**config.mk**
```make
export PLATFORM = sky130hd
export DESIGN_NAME = multi_policy_ready_queue_scheduler_top
export DESIGN_NICKNAME = d
export VERILOG_FILES = /design/src/hdl/mpsch_pkg.sv /design/src/hdl/mpsch_store.sv /design/src/hdl/multi_policy_ready_queue_scheduler_top.sv
export SDC_FILE = /design/constraint.sdc
export NUM_CORES = 2
export LEC_CHECK = 0
export CELL_PAD_IN_SITES_DETAIL_PLACEMENT = 1
export CELL_PAD_IN_SITES_GLOBAL_PLACEMENT = 1
export CORE_MARGIN = 5
export CORE_UTILIZATION = 45
export DETAILED_ROUTE_END_ITERATION = 6
export DONT_BUFFER_PORTS = 1
export HOLD_SLACK_MARGIN = 0.06
export PLACE_DENSITY_LB_ADDON = 0.25
export SLEW_MARGIN = 5
export SYNTH_ARGS = -nofsm -noshare
export SYNTH_HDL_FRONTEND = slang
export SYNTH_SLANG_ARGS = --single-unit
```
**constraint.sdc**
```tcl
create_clock -name clk_i -period 13.7 [get_ports clk_i]
set_clock_uncertainty 0.1 [all_clocks]
set_input_delay 1.37 -clock clk_i [delete_from_list [all_inputs] [get_ports clk_i]]
set_output_delay 1.37 -clock clk_i [all_outputs]
set_load 0.01 [all_outputs]
```
**src/hdl/mpsch_pkg.sv**
```systemverilog
package mpsch_pkg;

  localparam int unsigned TimeW = 12;
  localparam int unsigned WaitW = 16;
  localparam int unsigned ProdW = TimeW + WaitW;
  localparam logic [WaitW-1:0] WaitMax = '1;

  localparam logic [2:0] StPushed   = 3'd0;
  localparam logic [2:0] StFull     = 3'd1;
  localparam logic [2:0] StEmpty    = 3'd2;
  localparam logic [2:0] StComplete = 3'd3;
  localparam logic [2:0] StSlice    = 3'd4;

  localparam logic ReqPush     = 1'b0;
  localparam logic ReqDispatch = 1'b1;

  localparam logic [2:0] PolFifo     = 3'd0;
  localparam logic [2:0] PolSjf      = 3'd1;
  localparam logic [2:0] PolPrio     = 3'd2;
  localparam logic [2:0] PolHrrn     = 3'd3;
  localparam logic [2:0] PolRr       = 3'd4;
  localparam logic [2:0] PolPrioPre  = 3'd5;
  localparam logic [2:0] PolPrioRr   = 3'd6;
  localparam logic [2:0] PolSrt      = 3'd7;

  localparam logic RegPolicy  = 1'b0;
  localparam logic RegQuantum = 1'b1;

  typedef struct packed {
    logic             req_type;
    logic [7:0]       proc_id;
    logic [3:0]       priority_req;
    logic [TimeW-1:0] burst_time;
  } req_t;

  typedef struct packed {
    logic [2:0]       status;
    logic [7:0]       run_id;
    logic [TimeW-1:0] run_time;
    logic [TimeW-1:0] time_left;
    logic [3:0]       queue_count;
  } rsp_t;

  typedef struct packed {
    logic [7:0]       id;
    logic [3:0]       prio;
    logic [TimeW-1:0] tm;
    logic [WaitW-1:0] wt;
  } entry_t;

  typedef struct packed {
    logic             push;
    logic             remove;
    logic             upd_time;
    logic             inc_wait;
    logic [5:0]       pos;
    entry_t           wdata;
    logic [TimeW-1:0] wtime;
  } store_cmd_t;

  typedef enum logic [7:0] {
    S_IDLE  = 8'b0000_0001,
    S_HINC  = 8'b0000_0010,
    S_SCAN  = 8'b0000_0100,
    S_MULA  = 8'b0000_1000,
    S_MULB  = 8'b0001_0000,
    S_RSCAN = 8'b0010_0000,
    S_EXEC  = 8'b0100_0000,
    S_DONE  = 8'b1000_0000
  } state_e;

endpackage

```
**src/hdl/mpsch_store.sv**
```systemverilog
module mpsch_store import mpsch_pkg::*; #(
  parameter int unsigned QUEUE_DEPTH = 8
) (
  input  logic                           clk_i,
  input  store_cmd_t                     cmd_i,
  input  logic [$clog2(QUEUE_DEPTH)-1:0] rd_idx_i,
  output entry_t                         rd_data_o
);

  localparam int unsigned IW = $clog2(QUEUE_DEPTH);

  entry_t ent_q [QUEUE_DEPTH];

  logic [IW-1:0] pos;
  assign pos = cmd_i.pos[IW-1:0];
  assign rd_data_o = ent_q[rd_idx_i];

  always_ff @(posedge clk_i) begin
    for (int i = 0; i < QUEUE_DEPTH; i++) begin
      if (cmd_i.push && pos == IW'(i)) begin
        ent_q[i] <= cmd_i.wdata;
      end else if (cmd_i.remove && IW'(i) >= pos && i < QUEUE_DEPTH - 1) begin
        ent_q[i] <= ent_q[(i + 1) % QUEUE_DEPTH];
      end else if (cmd_i.upd_time && pos == IW'(i)) begin
        ent_q[i].tm <= cmd_i.wtime;
      end else if (cmd_i.inc_wait && ent_q[i].wt != WaitMax) begin
        ent_q[i].wt <= ent_q[i].wt + 1'b1;
      end
    end
  end

endmodule

```
**src/hdl/multi_policy_ready_queue_scheduler_top.sv**
```systemverilog
// Multi-policy ready-queue scheduler.
// Input channel (in_valid_i/in_ready_o, in_data_i) carries push or dispatch
// requests; every accepted transaction yields exactly one result on the output
// channel (out_valid_o/out_ready_i, out_data_o). Policy and quantum are set
// through the APB port (0x0 policy, 0x4 quantum) while the block is idle; the
// user must keep to that, as the block itself does not enforce it. One
// request is worked at a time; in_ready_o is high only in the idle state. A
// push or an empty dispatch goes straight to the done state, FIFO and round
// robin to the execute state; shortest job, priority and SRT scan the queue,
// one entry per cycle through a single read port; priority round robin then
// rescans from the rotation point; HRRN ages all entries, then forms cross
// products on a shared 16x12 multiplier (MULA, MULB); compaction is one shift.
// A finished result sits in the output register; a new request is taken while
// it waits, but its own result stalls until the register frees.
// Reset empties the queue, clears the rotation pointer, sets policy to FIFO
// and quantum to 30. Queue contents are not cleared.
module multi_policy_ready_queue_scheduler_top import mpsch_pkg::*; #(
  parameter int unsigned QUEUE_DEPTH = 8
) (
  input  logic        clk_i,
  input  logic        rst_ni,
  input  logic        in_valid_i,
  output logic        in_ready_o,
  input  req_t        in_data_i,
  output logic        out_valid_o,
  input  logic        out_ready_i,
  output rsp_t        out_data_o,
  input  logic        psel,
  input  logic        penable,
  input  logic        pwrite,
  input  logic [2:0]  paddr,
  input  logic [31:0] pwdata,
  output logic [31:0] prdata,
  output logic        pready
);

  localparam int unsigned IW = $clog2(QUEUE_DEPTH);
  localparam int unsigned CW = $clog2(QUEUE_DEPTH + 1);

  state_e           state_q, state_d;
  logic [CW-1:0]    count_q, count_d;
  logic [IW-1:0]    rot_q, rot_d;
  logic [2:0]       policy_q;
  logic [TimeW-1:0] quantum_q;
  logic [CW-1:0]    idx_q, idx_d;
  logic [IW-1:0]    best_idx_q, best_idx_d;
  logic [TimeW-1:0] best_time_q, best_time_d;
  logic [3:0]       best_prio_q, best_prio_d;
  logic [WaitW-1:0] best_wait_q, best_wait_d;
  logic [ProdW-1:0] prod_q, prod_d;
  rsp_t             res_q, res_d;
  rsp_t             out_q;
  logic             out_valid_q;

  store_cmd_t       cmd;
  logic [IW-1:0]    rd_idx;
  entry_t           rd;
  logic [WaitW-1:0] mul_a;
  logic [TimeW-1:0] mul_b;
  logic [ProdW-1:0] mul_p;
  logic [IW-1:0]    rot_eff;
  logic             preempt, complete, out_free, cfg_wr;

  mpsch_store #(.QUEUE_DEPTH(QUEUE_DEPTH)) u_store (
    .clk_i     (clk_i),
    .cmd_i     (cmd),
    .rd_idx_i  (rd_idx),
    .rd_data_o (rd)
  );

  // shared multiplier for HRRN cross products
  assign mul_a = (state_q == S_MULA) ? rd.wt : best_wait_q;
  assign mul_b = (state_q == S_MULA) ? best_time_q : rd.tm;
  assign mul_p = ProdW'(mul_a) * ProdW'(mul_b);

  always_comb begin
    unique case (state_q)
      S_SCAN, S_MULA, S_MULB, S_RSCAN: rd_idx = idx_q[IW-1:0];
      S_EXEC:                          rd_idx = best_idx_q;
      default:                         rd_idx = '0;
    endcase
  end

  assign rot_eff  = (CW'(rot_q) >= count_q) ? '0 : rot_q;
  assign preempt  = (policy_q == PolRr) || (policy_q == PolPrioPre) ||
                    (policy_q == PolPrioRr) || (policy_q == PolSrt);
  assign complete = !preempt || (rd.tm <= quantum_q);
  assign out_free = !out_valid_q || out_ready_i;
  assign in_ready_o = (state_q == S_IDLE);

  always_comb begin
    state_d     = state_q;
    count_d     = count_q;
    rot_d       = rot_q;
    idx_d       = idx_q;
    best_idx_d  = best_idx_q;
    best_time_d = best_time_q;
    best_prio_d = best_prio_q;
    best_wait_d = best_wait_q;
    prod_d      = prod_q;
    res_d       = res_q;
    cmd         = '0;
    cmd.wdata   = entry_t'{id: in_data_i.proc_id, prio: in_data_i.priority_req,
                           tm: in_data_i.burst_time, wt: '0};
    cmd.pos     = 6'(count_q[IW-1:0]);

    unique case (state_q)
      S_IDLE: begin
        if (in_valid_i) begin
          res_d       = '0;
          state_d     = S_DONE;
          idx_d       = CW'(1);
          best_idx_d  = '0;
          best_time_d = rd.tm;
          best_prio_d = rd.prio;
          if (in_data_i.req_type == ReqPush) begin
            if (count_q >= CW'(QUEUE_DEPTH)) begin
              res_d.status = StFull;
            end else begin
              cmd.push     = 1'b1;
              count_d      = count_q + 1'b1;
              res_d.status = StPushed;
            end
          end else if (count_q == '0) begin
            res_d.status = StEmpty;
          end else begin
            unique case (policy_q)
              PolFifo: state_d = S_EXEC;
              PolRr: begin
                rot_d      = rot_eff;
                best_idx_d = rot_eff;
                state_d    = S_EXEC;
              end
              PolPrioRr: begin
                rot_d   = rot_eff;
                state_d = S_SCAN;
              end
              PolHrrn: state_d = S_HINC;
              default: state_d = S_SCAN;
            endcase
          end
        end
      end
      S_HINC: begin
        cmd.inc_wait = 1'b1;
        best_wait_d  = (rd.wt == WaitMax) ? rd.wt : rd.wt + 1'b1;
        state_d      = S_MULA;
      end
      S_SCAN: begin
        if (idx_q >= count_q) begin
          if (policy_q == PolPrioRr) begin
            idx_d   = CW'(rot_q);
            state_d = S_RSCAN;
          end else begin
            state_d = S_EXEC;
          end
        end else begin
          if ((policy_q == PolSjf || policy_q == PolSrt) ? (rd.tm < best_time_q)
                                                         : (rd.prio > best_prio_q)) begin
            best_idx_d  = idx_q[IW-1:0];
            best_time_d = rd.tm;
            best_prio_d = rd.prio;
          end
          idx_d = idx_q + 1'b1;
        end
      end
      S_RSCAN: begin
        // first top-priority entry at or after the rotation point, else the scan's pick
        if (idx_q >= count_q) begin
          state_d = S_EXEC;
        end else if (rd.prio == best_prio_q) begin
          best_idx_d = idx_q[IW-1:0];
          state_d    = S_EXEC;
        end else begin
          idx_d = idx_q + 1'b1;
        end
      end
      S_MULA: begin
        if (idx_q >= count_q) begin
          state_d = S_EXEC;
        end else begin
          prod_d  = mul_p;
          state_d = S_MULB;
        end
      end
      S_MULB: begin
        if (prod_q > mul_p) begin
          best_idx_d  = idx_q[IW-1:0];
          best_wait_d = rd.wt;
          best_time_d = rd.tm;
        end
        idx_d   = idx_q + 1'b1;
        state_d = S_MULA;
      end
      S_EXEC: begin
        res_d.run_id = rd.id;
        cmd.pos      = 6'(best_idx_q);
        if (complete) begin
          cmd.remove     = 1'b1;
          count_d        = count_q - 1'b1;
          res_d.status   = StComplete;
          res_d.run_time = rd.tm;
          res_d.time_left = '0;
          if (policy_q == PolRr || policy_q == PolPrioRr) rot_d = best_idx_q;
        end else begin
          cmd.upd_time    = 1'b1;
          cmd.wtime       = rd.tm - quantum_q;
          res_d.status    = StSlice;
          res_d.run_time  = quantum_q;
          res_d.time_left = rd.tm - quantum_q;
          if (policy_q == PolRr || policy_q == PolPrioRr) begin
            rot_d = (CW'(best_idx_q) + 1'b1 >= CW'(QUEUE_DEPTH)) ? '0 : best_idx_q + 1'b1;
          end
        end
        state_d = S_DONE;
      end
      S_DONE: begin
        res_d.queue_count = 4'(count_q);
        if (out_free) state_d = S_IDLE;
      end
      default: state_d = S_IDLE;
    endcase
  end

  assign cfg_wr = psel && penable && pwrite && pready;
  assign pready = 1'b1;
  assign prdata = (paddr[2] == RegQuantum) ? 32'(quantum_q) : 32'(policy_q);

  always_ff @(posedge clk_i or negedge rst_ni) begin
    if (!rst_ni) begin
      state_q     <= S_IDLE;
      count_q     <= '0;
      rot_q       <= '0;
      policy_q    <= PolFifo;
      quantum_q   <= TimeW'(30);
      out_valid_q <= 1'b0;
    end else begin
      state_q <= state_d;
      count_q <= count_d;
      rot_q   <= rot_d;
      if (cfg_wr) begin
        if (paddr[2] == RegPolicy) policy_q <= pwdata[2:0];
        else                       quantum_q <= pwdata[TimeW-1:0];
      end
      if (state_q == S_DONE && out_free) out_valid_q <= 1'b1;
      else if (out_ready_i)              out_valid_q <= 1'b0;
    end
  end

  always_ff @(posedge clk_i) begin
    idx_q       <= idx_d;
    best_idx_q  <= best_idx_d;
    best_time_q <= best_time_d;
    best_prio_q <= best_prio_d;
    best_wait_q <= best_wait_d;
    prod_q      <= prod_d;
    res_q       <= res_d;
    if (state_q == S_DONE && out_free) begin
      out_q             <= res_q;
      out_q.queue_count <= 4'(count_q);
    end
  end

  assign out_valid_o = out_valid_q;
  assign out_data_o  = out_q;

  a_full_count: assert property (@(posedge clk_i) disable iff (!rst_ni)
    out_valid_o && out_data_o.status == StFull |-> out_data_o.queue_count == 4'(QUEUE_DEPTH))
    else $error("queue full reported below depth");

  a_empty_count: assert property (@(posedge clk_i) disable iff (!rst_ni)
    out_valid_o && out_data_o.status == StEmpty |-> out_data_o.queue_count == '0)
    else $error("empty dispatch with entries held");

  a_done_left: assert property (@(posedge clk_i) disable iff (!rst_ni)
    out_valid_o && out_data_o.status == StComplete |-> out_data_o.time_left == '0)
    else $error("completed run with time left");

  a_count_max: assert property (@(posedge clk_i) disable iff (!rst_ni)
    count_q <= CW'(QUEUE_DEPTH))
    else $error("occupancy overflow");

endmodule

```
==> summary.md <==
| Metric | Value |
|---|---|
| WP depth | 35 |
| Post-synthesis compound-gate area fraction | around 8.2% |
| Clk_lat worst skew | around 0.67 ns |
| Share of the synthesized area in the top cell type | between 40% and 50% |
| Largest area contributor in the netlist | edfxtp_1 |
| Relative slew slack | 16.62% |
| Worst r2r dst | best_time_q[2] |
| Clk pin slew, worst setup/hold paths | roughly 0.070 ns |
| Most common cell in the netlist | nand2_1 |
| Max Clk Rate | ~78 MHz |
| Post-synthesis area per instance | ~9.8 um2 |
| # nets final | ~3,800 |
| Hold Fails Final Rpt | 0 |
| Initial core utilization | 45.37% |
| Residual DRC count | 0 |
| CP required | 13.84 ns |
| Crit Path Category | register to register |
| Setup Buffers After CTS | 0 |
| Buf/Inv on CP | 5 |
| Register area share after synthesis | 42.51% |
| H-tree levels | 2 |
| Crit start category | register |
| Layout cells sized above 1 | 8.973% |
| Max incr delay on CP | between 0.9 and 1 ns |
| IO Port Bufs | 0 |
| Top cells by count, synth | nand2_1 (724), edfxtp_1 (461), inv_1 (280) |
| Global-route wire length before repair | between 150,000 and 200,000 um |
| Initial antenna violation count | 1 |
| Period utilisation layout | between 90% and 100% |
| Post-synthesis mux area share | 7.151% |
| Synth Cell Area | 34,400 um2 |
| Pin count of the biggest net entering global routing | 76 |
| WHS | 0.2959 ns |
| Antenna Violating Nets Remaining | 0 |
| Vias | 26,466 |
| Routed wire length | approximately 110,000 um |
| R2R cell count | 35 |
| 1st-iter DRT viols | ~1,900 |
| Maximum buffer depth of the clock tree | 3 |
| # diodes | 0 |
| Vias per cell | between 5 and 6 |
| Max Cap Violations | 0 |
| Row Count | 101 |
| Fillcell total | ~8,500 |
| Max FO, Critical Path | 75 |
| Reg2reg start | state_q[4] |
| Worst min path class | input port to async pin |
| Die Width | between 200 and 300 um |
| GP Congestion | just over 0.9 |
| Crit path from | state_q[4] |
| Tmin final | around 13 ns |
| CTS tree | yes |
| Fin Setup TNS | 0 ns |
| Tightest Pin Transition | around 1.2 ns |
| Vias in the first global route | ~29,000 |
| Setup violations, final | 0 |
| Placed Cells | roughly 4,300 |
| # clock sinks | 492 |
| RSZ-0062 raised after global routing | false |
| Area grow syn2layout | 7.605% |
| Slew Limit Fails | 0 |
| WL/cell | between 20 and 25 um |
| DR pass1 iterations | 5 |
| Hpwl dp | between 70,000 and 80,000 um |
| Total grt overflow | 0 |
| Largest cells by area after synthesis | edfxtp_1 (40%), fa_1 (8.3%), nand2_1 (7.9%) |
| Number of synthesized flops with an enable pin | 461 |
| Die footprint | roughly 80,000 um2 |
| Synth Warn # | 0 |
| Core area | ~76,000 um2 |
| Synth Area in XOR/XNOR | under 10% |
| Commonest register cell after synthesis | edfxtp_1 |
| Synth unique cells | 89 |
| Flop2flop setup slack | 0.83 ns |
| Critical path's top delay family | compound AO/OA/AOI/OAI gates |
| Synthesized-area fraction occupied by adder cells | 13.39% |
| CTS Buf Count | between 50 and 60 |
| Syn Inst Count | 3,507 |
| Layout Utilization | 48.82% |
| Combinational family with the most area after synthesis | simple AND/OR/NAND/NOR gates |
| Synth Area in Simple Gates | about 18% |
| Status | finished, final reports clean |
| Die H | 286.5 um |
| CTS Root Cell | clkbuf_16 |
| WP data arrival | between 10 and 15 ns |
| Critical Path End Type | register |
| Slowest stage cell, crit path | a32o_4 |
| Flops & latches, synth | between 400 and 500 |
| GR Util All Layers | between 20% and 30% |
| IO Pins | around 140 |
| Ys async rst share | 6.301% |
| Fin cells | about 4,400 |
| Critical Path Most Common Cell | fa_1 |
final cells by class:
type                            count  area, um2  area share [%]
Clock buffer                       72       1554           4.198
Inverter                          282       1059           2.860
Timing Repair Buffer               43      322.8          0.8721
Sequential cell                   492      14630           39.51
Clock inverter                     34      355.3          0.9599
Multi-Input combinational cell   2543      17880           48.29
Tap cell                          978       1224           3.306
worst register-to-register path, delay by kind of cell, from the launching register on:
family | cells | cell delay, ns
compound gates | 13 | 4.87
xor+xnor | 1 | 0.14
fa+ha+maj | 7 | 3.23
buf+inv | 5 | 0.84
flops | 1 | 0.50
mux | 1 | 0.42
simple gates | 8 | 2.37
state kept, by name, summed over array words and instances, names as in the netlist:
signal         count
out_valid_o        1
quantum_q         12
best_time_q       12
best_wait_q       16
best_prio_q        4
res_q             35
idx_q              4
state_q            8
prod_q            28
count_q            4
policy_q           3
best_idx_q         3
u_store.ent_q    320
rot_q              3
out_data_o        39
worst max path at each step:
| stage | endpoint | slack [ns] |
|---|---|---|
| floorplan | best_wait_q[0] | 3.32 |
| global placement | best_time_q[8] | 1.32 |
| detailed placement | best_time_q[3] | 0.95 |
| CTS | best_time_q[3] | 0.86 |
| global route | best_time_q[3] | 0.18 |
| finish | best_time_q[2] | 0.83 |
metal layers:
metal | vias to the layer above | track usage [%] | routed length, um | part of all wire (%)
li1 | 11836 | - | - | -
met1 | 13568 | 33.09 | 44320 | 40
met2 | 832 | 46.52 | 54290 | 49
met3 | 228 | 4.472 | 6672 | 6.1
met4 | 2 | 9.914 | 4617 | 4.2
met5 | - | 0 | 10 | 0.0091
through the flow:
step           area, um2  setup WS (ns)
2_1_floorplan      34470          3.317
3_3_place_gp       35100          1.319
3_5_place_dp       35100         0.9542
4_1_cts            37010         0.8570
5_1_grt            37020         0.1809
6_report           37020         0.8343
logic make-up after synthesis:
| group | Yosys count |
|---|---|
| AO/OA/AOI/OAI | 442 |
| XOR/XNOR | 166 |
| adder cells (fa/ha/maj) | 283 |
| buffers and inverters | 491 |
| flip-flops | 492 |
| multiplexers | 230 |
| other | 2 |
| AND/OR/NAND/NOR | 1401 |
layout by cell type, fill, tap and decap left out, types with 58 or more instances in the layout:
master / n
edfxtp_1: 461
ha_1: 141
nand3_1: 245
fa_1: 142
xnor2_1: 86
mux2_2: 116
nand2_1: 723
xor2_1: 80
nor2_1: 154
mux2i_1: 111
a21oi_1: 73
clkbuf_16: 58
o21ai_0: 177
inv_1: 280
what timing repair did:
item | in CTS | in global routing
gates resized for setup | 0 | 1
hold buffers | 0 | 0
setup endpoints to repair | 0 | 5
Power is not shown: default switching activity piles up to over one toggle a cycle in this logic, so the estimate is an artifact.
